File: src/sv/hsv2rgb_pkg.sv
// ----------------------------------------------------------------------------
// HSV to RGB converter package
// Shared types and constants for the HSV to RGB pipeline.
// ----------------------------------------------------------------------------
package hsv2rgb_pkg;

    localparam int CHANNEL_BITS  = 8;
    localparam int HUE_FRAC_BITS = 6;
    localparam int HUE_BITS      = 16;

    localparam int CHAN_MAX     = (1 << CHANNEL_BITS) - 1;
    localparam int SECTOR_UNITS = 60 << HUE_FRAC_BITS;
    localparam int TURN_UNITS   = 360 << HUE_FRAC_BITS;
    localparam int SCALE_DEN    = SECTOR_UNITS * CHAN_MAX;

    // SCALE_DEN is 2^8 times an odd factor; the odd part is divided by a
    // reciprocal estimate that is fixed up by one compare.
    localparam int DEN_LO_SHIFT = 8;
    localparam int DEN_ODD      = SCALE_DEN >> DEN_LO_SHIFT;
    localparam int Q_RECIP      = (1 << 27) / DEN_ODD;
    localparam int Q_RECIP_SH   = 23;

    // Exact floor(x / 255) for any 16-bit x: (x * 0x8081) >> 23.
    localparam int P_RECIP    = 32897;
    localparam int P_RECIP_SH = 23;

    typedef logic [CHANNEL_BITS-1:0] chan_t;
    typedef logic [HUE_BITS-1:0]     hue_t;
    typedef logic [14:0]             hred_t;    // hue reduced to one turn
    typedef logic [11:0]             rem_t;     // position inside a sector
    typedef logic [19:0]             num_t;     // numerator terms up to SCALE_DEN
    typedef logic [27:0]             prod_t;    // level times numerator
    typedef logic [15:0]             pprod_t;   // level times (max - saturation)

    typedef enum logic [2:0] {
        SECTOR_RY = 3'd0,
        SECTOR_YG = 3'd1,
        SECTOR_GC = 3'd2,
        SECTOR_CB = 3'd3,
        SECTOR_BM = 3'd4,
        SECTOR_MR = 3'd5
    } sector_t;

    typedef struct packed {
        hue_t  hue;
        chan_t sat;
        chan_t val;
    } hsv_t;

    typedef struct packed {
        sector_t sector;
        rem_t    rem;
        chan_t   sat;
        chan_t   val;
    } sect_info_t;

    typedef struct packed {
        sector_t sector;
        chan_t   val;
        chan_t   p;
        chan_t   q_est;
        num_t    q_y;
        chan_t   t_est;
        num_t    t_y;
    } scaled_t;

endpackage

File: src/sv/hsv2rgb_hue_reduce.sv
// ----------------------------------------------------------------------------
// Hue reduction stages
// Reduces the hue to one turn, then splits it into sector and remainder.
// ----------------------------------------------------------------------------
module hsv2rgb_hue_reduce (
    input  logic                    aclk,
    input  logic [1:0]              stage_en,
    input  hsv2rgb_pkg::hsv_t       hsv_in,
    output hsv2rgb_pkg::sect_info_t info_out
);

    localparam int TWO_TURNS = 2 * hsv2rgb_pkg::TURN_UNITS;

    hsv2rgb_pkg::hred_t   hred_reg, hred_next;
    hsv2rgb_pkg::chan_t   sat_reg, val_reg;
    hsv2rgb_pkg::sect_info_t info_reg, info_next;

    // A 16-bit hue is below three turns, so two compares finish the modulo.
    always_comb begin
        if (32'(hsv_in.hue) >= TWO_TURNS) begin
            hred_next = hsv2rgb_pkg::hred_t'(32'(hsv_in.hue) - TWO_TURNS);
        end else if (32'(hsv_in.hue) >= hsv2rgb_pkg::TURN_UNITS) begin
            hred_next = hsv2rgb_pkg::hred_t'(32'(hsv_in.hue) - hsv2rgb_pkg::TURN_UNITS);
        end else begin
            hred_next = hsv2rgb_pkg::hred_t'(hsv_in.hue);
        end
    end

    always_comb begin
        hsv2rgb_pkg::hred_t base;
        base             = '0;
        info_next.sector = hsv2rgb_pkg::SECTOR_RY;
        for (int k = 1; k < 6; k++) begin
            if (32'(hred_reg) >= k * hsv2rgb_pkg::SECTOR_UNITS) begin
                info_next.sector = hsv2rgb_pkg::sector_t'(k);
                base             = hsv2rgb_pkg::hred_t'(k * hsv2rgb_pkg::SECTOR_UNITS);
            end
        end
        info_next.rem = hsv2rgb_pkg::rem_t'(hred_reg - base);
        info_next.sat = sat_reg;
        info_next.val = val_reg;
    end

    always_ff @(posedge aclk) begin
        if (stage_en[0]) begin
            hred_reg <= hred_next;
            sat_reg  <= hsv_in.sat;
            val_reg  <= hsv_in.val;
        end
        if (stage_en[1]) begin
            info_reg <= info_next;
        end
    end

    assign info_out = info_reg;

endmodule

File: src/sv/hsv2rgb_scale.sv
// ----------------------------------------------------------------------------
// Level scaling stages
// Forms p exactly and quotient estimates for q and t over three stages.
// ----------------------------------------------------------------------------
module hsv2rgb_scale (
    input  logic                    aclk,
    input  logic [2:0]              stage_en,
    input  hsv2rgb_pkg::sect_info_t info_in,
    output hsv2rgb_pkg::scaled_t    scaled_out
);

    // Stage A: numerators.
    hsv2rgb_pkg::num_t    nq_reg, nq_next, nt_reg, nt_next;
    hsv2rgb_pkg::pprod_t  px_reg, px_next;
    hsv2rgb_pkg::sector_t sec_a_reg;
    hsv2rgb_pkg::chan_t   val_a_reg;

    // Stage B: products and p.
    hsv2rgb_pkg::prod_t   xq_reg, xq_next, xt_reg, xt_next;
    hsv2rgb_pkg::chan_t   p_reg, p_next;
    hsv2rgb_pkg::sector_t sec_b_reg;
    hsv2rgb_pkg::chan_t   val_b_reg;

    // Stage C: quotient estimates.
    hsv2rgb_pkg::scaled_t scaled_reg, scaled_next;

    always_comb begin
        hsv2rgb_pkg::num_t mq;
        hsv2rgb_pkg::num_t mt;
        mq = hsv2rgb_pkg::num_t'(info_in.rem) * hsv2rgb_pkg::num_t'(info_in.sat);
        mt = hsv2rgb_pkg::num_t'(hsv2rgb_pkg::SECTOR_UNITS - 32'(info_in.rem))
           * hsv2rgb_pkg::num_t'(info_in.sat);
        nq_next = hsv2rgb_pkg::num_t'(hsv2rgb_pkg::SCALE_DEN) - mq;
        nt_next = hsv2rgb_pkg::num_t'(hsv2rgb_pkg::SCALE_DEN) - mt;
        px_next = hsv2rgb_pkg::pprod_t'(info_in.val)
                * hsv2rgb_pkg::pprod_t'(hsv2rgb_pkg::chan_t'(hsv2rgb_pkg::CHAN_MAX) - info_in.sat);
    end

    always_comb begin
        logic [31:0] pm;
        xq_next = hsv2rgb_pkg::prod_t'(val_a_reg) * hsv2rgb_pkg::prod_t'(nq_reg);
        xt_next = hsv2rgb_pkg::prod_t'(val_a_reg) * hsv2rgb_pkg::prod_t'(nt_reg);
        pm      = 32'(px_reg) * 32'(hsv2rgb_pkg::P_RECIP);
        p_next  = pm[hsv2rgb_pkg::P_RECIP_SH +: hsv2rgb_pkg::CHANNEL_BITS];
    end

    // The estimate uses the top 16 bits of the shifted product; it is never
    // above the true quotient and at most one below it.
    always_comb begin
        logic [31:0] eq;
        logic [31:0] et;
        eq = 32'(xq_reg[27:12]) * 32'(hsv2rgb_pkg::Q_RECIP);
        et = 32'(xt_reg[27:12]) * 32'(hsv2rgb_pkg::Q_RECIP);
        scaled_next.sector = sec_b_reg;
        scaled_next.val    = val_b_reg;
        scaled_next.p      = p_reg;
        scaled_next.q_est  = eq[hsv2rgb_pkg::Q_RECIP_SH +: hsv2rgb_pkg::CHANNEL_BITS];
        scaled_next.q_y    = xq_reg[27:hsv2rgb_pkg::DEN_LO_SHIFT];
        scaled_next.t_est  = et[hsv2rgb_pkg::Q_RECIP_SH +: hsv2rgb_pkg::CHANNEL_BITS];
        scaled_next.t_y    = xt_reg[27:hsv2rgb_pkg::DEN_LO_SHIFT];
    end

    always_ff @(posedge aclk) begin
        if (stage_en[0]) begin
            nq_reg    <= nq_next;
            nt_reg    <= nt_next;
            px_reg    <= px_next;
            sec_a_reg <= info_in.sector;
            val_a_reg <= info_in.val;
        end
        if (stage_en[1]) begin
            xq_reg    <= xq_next;
            xt_reg    <= xt_next;
            p_reg     <= p_next;
            sec_b_reg <= sec_a_reg;
            val_b_reg <= val_a_reg;
        end
        if (stage_en[2]) begin
            scaled_reg <= scaled_next;
        end
    end

    assign scaled_out = scaled_reg;

endmodule

File: src/sv/hsv2rgb_assemble.sv
// ----------------------------------------------------------------------------
// Color assembly stage
// Corrects the q and t estimates and places the channels by sector.
// ----------------------------------------------------------------------------
module hsv2rgb_assemble (
    input  logic                 aclk,
    input  logic                 stage_en,
    input  hsv2rgb_pkg::scaled_t scaled_in,
    output logic [23:0]          color
);

    hsv2rgb_pkg::chan_t q, t, r, g, b;
    logic [23:0]        color_reg, color_next;

    function automatic hsv2rgb_pkg::chan_t fix_quot(hsv2rgb_pkg::chan_t est,
                                                     hsv2rgb_pkg::num_t  y);
        hsv2rgb_pkg::num_t rest;
        rest = y - hsv2rgb_pkg::num_t'(est) * hsv2rgb_pkg::num_t'(hsv2rgb_pkg::DEN_ODD);
        if (rest >= hsv2rgb_pkg::num_t'(hsv2rgb_pkg::DEN_ODD)) begin
            return est + 1'b1;
        end
        return est;
    endfunction

    always_comb begin
        q = fix_quot(scaled_in.q_est, scaled_in.q_y);
        t = fix_quot(scaled_in.t_est, scaled_in.t_y);
        case (scaled_in.sector)
            hsv2rgb_pkg::SECTOR_RY: begin
                r = scaled_in.val; g = t;             b = scaled_in.p;
            end
            hsv2rgb_pkg::SECTOR_YG: begin
                r = q;             g = scaled_in.val; b = scaled_in.p;
            end
            hsv2rgb_pkg::SECTOR_GC: begin
                r = scaled_in.p;   g = scaled_in.val; b = t;
            end
            hsv2rgb_pkg::SECTOR_CB: begin
                r = scaled_in.p;   g = q;             b = scaled_in.val;
            end
            hsv2rgb_pkg::SECTOR_BM: begin
                r = t;             g = scaled_in.p;   b = scaled_in.val;
            end
            default: begin
                r = scaled_in.val; g = scaled_in.p;   b = q;
            end
        endcase
        color_next = {r, g, b};
    end

    always_ff @(posedge aclk) begin
        if (stage_en) begin
            color_reg <= color_next;
        end
    end

    assign color = color_reg;

endmodule

File: src/sv/hsv_to_rgb_converter.sv
// ----------------------------------------------------------------------------
// HSV to RGB converter
// Streams HSV colors in and packed 24-bit RGB words out, one per clock when neither side stalls.
// ----------------------------------------------------------------------------
// The slave channel takes one HSV color per transfer: hue in 1/64 degree
// steps (any 16-bit value, reduced modulo 360 degrees), saturation and
// brightness as 8-bit levels where 255 means full. The master channel gives
// one packed RGB word per input transfer, in the same order.
// The datapath is a six-stage pipeline: hue reduction, sector split,
// numerator products, level products, quotient estimate, and correction
// with channel placement into the output register. A color accepted into
// the first stage moves through the stage registers in this order and is
// presented on m_tvalid from the output register.
// Throughput is one transfer per clock while m_tready is high; each stage
// holds its own valid bit and refills whenever the stage after it moves,
// so bubbles are squeezed out while the output is stalled.
// When the receiver holds m_tready low, the result stays in the output
// register and the stages behind it keep filling; s_tready falls only once
// all six stages hold a color. Nothing is dropped or repeated.
// Reset (aresetn low at a clock edge) empties the pipeline, which leaves
// s_tready high.
// ----------------------------------------------------------------------------
module hsv_to_rgb_converter (
    input  logic        aclk,
    input  logic        aresetn,

    input  logic        s_tvalid,
    output logic        s_tready,
    input  logic [31:0] s_tdata,   // hue [15:0], saturation [23:16], brightness [31:24]

    output logic        m_tvalid,
    input  logic        m_tready,
    output logic [23:0] m_tdata    // color [23:0] (red 23..16, green 15..8, blue 7..0)
);

    localparam int STAGES = 6;

    logic [STAGES-1:0] vld_reg, vld_next;
    logic [STAGES-1:0] stage_en;

    hsv2rgb_pkg::hsv_t       hsv_in;
    hsv2rgb_pkg::sect_info_t info;
    hsv2rgb_pkg::scaled_t    scaled;

    // A stage may load when it is empty or when its content moves on in
    // the same cycle.
    always_comb begin
        stage_en[STAGES-1] = !vld_reg[STAGES-1] || m_tready;
        for (int k = STAGES - 2; k >= 0; k--) begin
            stage_en[k] = !vld_reg[k] || stage_en[k+1];
        end
    end

    always_comb begin
        vld_next = vld_reg;
        if (stage_en[0]) begin
            vld_next[0] = s_tvalid;
        end
        for (int k = 1; k < STAGES; k++) begin
            if (stage_en[k]) begin
                vld_next[k] = vld_reg[k-1];
            end
        end
    end

    always_ff @(posedge aclk) begin
        if (!aresetn) begin
            vld_reg <= '0;
        end else begin
            vld_reg <= vld_next;
        end
    end

    assign hsv_in.hue = s_tdata[15:0];
    assign hsv_in.sat = s_tdata[23:16];
    assign hsv_in.val = s_tdata[31:24];

    hsv2rgb_hue_reduce u_reduce (
        .aclk     (aclk),
        .stage_en (stage_en[1:0]),
        .hsv_in   (hsv_in),
        .info_out (info)
    );

    hsv2rgb_scale u_scale (
        .aclk       (aclk),
        .stage_en   (stage_en[4:2]),
        .info_in    (info),
        .scaled_out (scaled)
    );

    hsv2rgb_assemble u_assemble (
        .aclk      (aclk),
        .stage_en  (stage_en[5]),
        .scaled_in (scaled),
        .color     (m_tdata)
    );

    assign s_tready = stage_en[0];
    assign m_tvalid = vld_reg[STAGES-1];

    // A full pipeline with a stalled receiver must refuse new input.
    a_full_blocks: assert property (@(posedge aclk) disable iff (!aresetn)
        (&vld_reg && !m_tready) |-> !s_tready)
        else $error("input accepted while pipeline full and output stalled");

    // An accepted transfer lands in the first stage.
    a_accept_lands: assert property (@(posedge aclk) disable iff (!aresetn)
        (s_tvalid && s_tready) |=> vld_reg[0])
        else $error("accepted transfer not captured by first stage");

    // A delivered result with nothing behind it leaves the output empty.
    a_drain: assert property (@(posedge aclk) disable iff (!aresetn)
        (m_tvalid && m_tready && !vld_reg[STAGES-2]) |=> !m_tvalid)
        else $error("result repeated after transfer");

    // An empty pipeline always accepts input.
    a_empty_ready: assert property (@(posedge aclk) disable iff (!aresetn)
        (vld_reg == '0) |-> s_tready)
        else $error("empty pipeline not ready");

endmodule

File: config.mk
export PLATFORM = sky130hd
export DESIGN_NAME = hsv_to_rgb_converter
export DESIGN_NICKNAME = d
export VERILOG_FILES = /design/src/sv/hsv2rgb_pkg.sv /design/src/sv/hsv2rgb_hue_reduce.sv /design/src/sv/hsv2rgb_scale.sv /design/src/sv/hsv2rgb_assemble.sv /design/src/sv/hsv_to_rgb_converter.sv
export SDC_FILE = /design/constraint.sdc
export NUM_CORES = 2
export LEC_CHECK = 0
export BUFFER_PORTS_ARGS = -buffer_cell sky130_fd_sc_hd__buf_2
export CAP_MARGIN = 15
export CORE_MARGIN = 2
export CORE_UTILIZATION = 50
export CTS_CLUSTER_DIAMETER = 200
export CTS_CLUSTER_SIZE = 24
export DETAILED_ROUTE_END_ITERATION = 10
export GPL_TIMING_DRIVEN = 0
export HOLD_SLACK_MARGIN = 0.02
export PLACE_DENSITY = 0.76
export SYNTH_ARGS = -nofsm -noshare
export SYNTH_HDL_FRONTEND = slang
export SYNTH_SLANG_ARGS = --single-unit
export TNS_END_PERCENT = 30
File: constraint.sdc
create_clock -name aclk -period 6.5 [get_ports aclk]
set_clock_uncertainty 0.15 [all_clocks]
set_input_delay 0.325 -clock aclk [delete_from_list [all_inputs] [get_ports aclk]]
set_output_delay 0.325 -clock aclk [all_outputs]
set_load 0.01 [all_outputs]
==> flow_metrics.env <==
export IMPL_status="finished clean"
export IMPL_synthCells=3885
export IMPL_fp_row_count=103
export IMPL_worstHoldPathType="in -> reg"
export IMPL_synth_edf_count=286
export IMPL_top_level_ports=62
export IMPL_overflow=0
export IMPL_synth_seq_area_share=0.221
export IMPL_grt_pass1_wl_mm=140
export IMPL_dieArea_sq_mm=0.0812
export IMPL_synth_seq_cells=292
export IMPL_ys_types=84
export IMPL_cp_end_kind="register"
export IMPL_drive_gt1_frac=0.0534
export IMPL_critPathMaxFanout=10
export IMPL_synth_largest_area_cell="fa_1"
export IMPL_yosysWarnings=0
export IMPL_start_util=0.502
export IMPL_grt_util_all_layers=0.212
export IMPL_synth_most_common_cell="inv_1"
export IMPL_dr_pass1_iters=7
export IMPL_numCtsBuffers=16
export IMPL_core_area_sq_mm=0.0786
export IMPL_area_growth_pct=7.61
export IMPL_period_minus_slack_ns=6.30
export IMPL_worstPathArrival_ns=6.50
export IMPL_ant_nets=0
export IMPL_vias=27200
export IMPL_setup_viol_count_final=0
export IMPL_crit_path_start_kind="register"
export IMPL_drv_slew=0
export IMPL_dp_cells=4999
export IMPL_avgSynthCellArea_sq_um=10.2
export IMPL_maxCapViolations=0
export IMPL_clk_pin_slew_ns=0.11
export IMPL_tightest_slew_ns=0.871
export IMPL_clockBufferDepth=3
export IMPL_max_slew_margin=0.418
export IMPL_crit_type="reg -> reg"
export IMPL_grt_setup_unrepaired="true"
export IMPL_grt_start_max_net_pins=68
export IMPL_syn_area_sq_mm=0.0395
export IMPL_grt_antenna_before_repair=2
export IMPL_fin_cells=5094
export IMPL_cts_sinks=292
export IMPL_nets=5199
export IMPL_die_x_microns=285
export IMPL_drc_errors=0
export IMPL_yosys_top_cells_count="783 x inv_1, 609 x ha_1, 520 x fa_1"
export IMPL_vias_per_cell=5.34
export IMPL_hold_violations=0
export IMPL_syn_nets=5050
export IMPL_insertion_delay_ns=0.54
export IMPL_port_buffers=61
export IMPL_synth_top_area_share=0.264
export IMPL_cts_tree="done"
export IMPL_cts_max_level=1
export IMPL_dpl_hpwl_mm=68.8
export IMPL_routabilityCongestion=0.925
export IMPL_cp_required_ns=6.70
export IMPL_fin_crit_sh=0.970
export IMPL_avgRoutedWirePerCell_microns=16.6
export IMPL_antenna_cells=0
export IMPL_cts_root_buffer="clkbuf_16"
export IMPL_largest_register_ffs=75
export IMPL_synth_flop_cell="edfxtp_1"
export IMPL_die_y_microns=285
export IMPL_async_flop_share=0
export IMPL_grt_pass1_vias=28300
export IMPL_max_freq_mhz=159
export IMPL_synth_area_leaders="fa_1 26%, edfxtp_1 22%, ha_1 19%"
export IMPL_drt_initial_drc_count=1819
export IMPL_postRouteWirelength_mm=84.6
[layout make-up]
| cell class | count | area [sq um] |
|---|---|---|
| fillers | 6746 | 36100 |
| well taps | 1050 | 1310 |
| inverters | 783 | 2940 |
| clock inverters | 1 | 20.0 |
| flip-flops and latches | 292 | 8710 |
| multi-input cells | 2718 | 27600 |
| repair buffers | 136 | 996 |
| clock buffers | 27 | 473 |
| plain buffers | 87 | 383 |
[worst max-delay path, stage by stage, from the launching register on]
cell and delay, ns:
edfxtp_1 0.56, fa_2 0.67, xnor2_1 0.09, ha_1 0.20, o21bai_1 0.17, fa_1 0.51
inv_1 0.06, fa_1 0.51, inv_1 0.06, ha_1 0.27, clkbuf_2 0.17, o21ai_0 0.10
and3b_1 0.19, a2111oi_2 0.34, nand4_1 0.13, nor4b_1 0.29, nand4_1 0.12, or4_4 0.52
buf_12 0.16, a21oi_2 0.17, nor3_2 0.08, or3_1 0.38, a32oi_1 0.21
[cells by family after synthesis]
family,share of synthesized area
flops,0.221
compound gates,0.0730
fa+ha+maj,0.457
buf+inv,0.0837
simple gates,0.129
mux,0.00346
xor+xnor,0.0326
[worst paths after layout]
kind	cells after the start	endpoint	slack (ns)	from
worst max-delay path	22	u_assemble.color[19]$_DFFE_PP_	0.20	u_scale.scaled_out[54]$_DFFE_PP_
worst min-delay path	3	u_reduce.hred_reg[11]$_DFFE_PP_	0.13	s_tdata[11]
worst max register to register	22	u_assemble.color[19]$_DFFE_PP_	0.20	u_scale.scaled_out[54]$_DFFE_PP_
worst min register to register	0	u_scale.scaled_out[62]$_DFFE_PP_	0.27	u_scale.p_reg[6]$_DFFE_PP_
[routing by layer]
metal  vias up  wire length (microns)  track usage
li1      12900                      -            -
met1     13500                  37000        0.282
met2       714                  41100        0.367
met3       146                   4190       0.0258
met4         4                   2270       0.0565
met5         -                     23            0
[cell usage in the layout, fill, tap and decap left out, types with 33 or more instances in the layout]
cell / count
edfxtp_1: 286
inv_1: 775
o21ai_0: 72
buf_2: 64
nor2b_1: 63
a21o_1: 34
nand3_1: 33
nor2_1: 128
clkbuf_1: 73
buf_4: 39
xnor2_1: 108
fa_1: 518
dlygate4sd3_1: 33
ha_1: 607
nand2_1: 317
nand2b_1: 51
and2_1: 273
nor3_1: 41
a21oi_1: 113
[per-stage QoR]
step | hold WS (ns) | instance area [sq um] | util | setup WS (ns) | TNS, ns
finish | 0.132 | 42500 | 0.540 | 0.195 | 0
global route | 0.138 | 42500 | 0.540 | -0.0499 | -0.132
global placement | 0.252 | 41100 | 0.523 | -0.484 | -5.85
CTS | 0.109 | 42100 | 0.535 | -0.0295 | -0.0295
floorplan | 0.250 | 39500 | - | 0.577 | 0
detailed placement | 0.255 | 41200 | 0.524 | -0.559 | -8.17
[what timing repair did]
item,4_1_cts,5_1_grt
pin swaps,0,6
gates cloned,0,0
endpoints found under the hold margin,36,0
hold buffers,33,0
gates resized for setup,22,58
buffers inserted,5,34
endpoints found under the setup margin,39,36
Power is left out: the tool's default activity adds up to more than one toggle a clock period on the data nets, which glitch-free logic cannot reach.
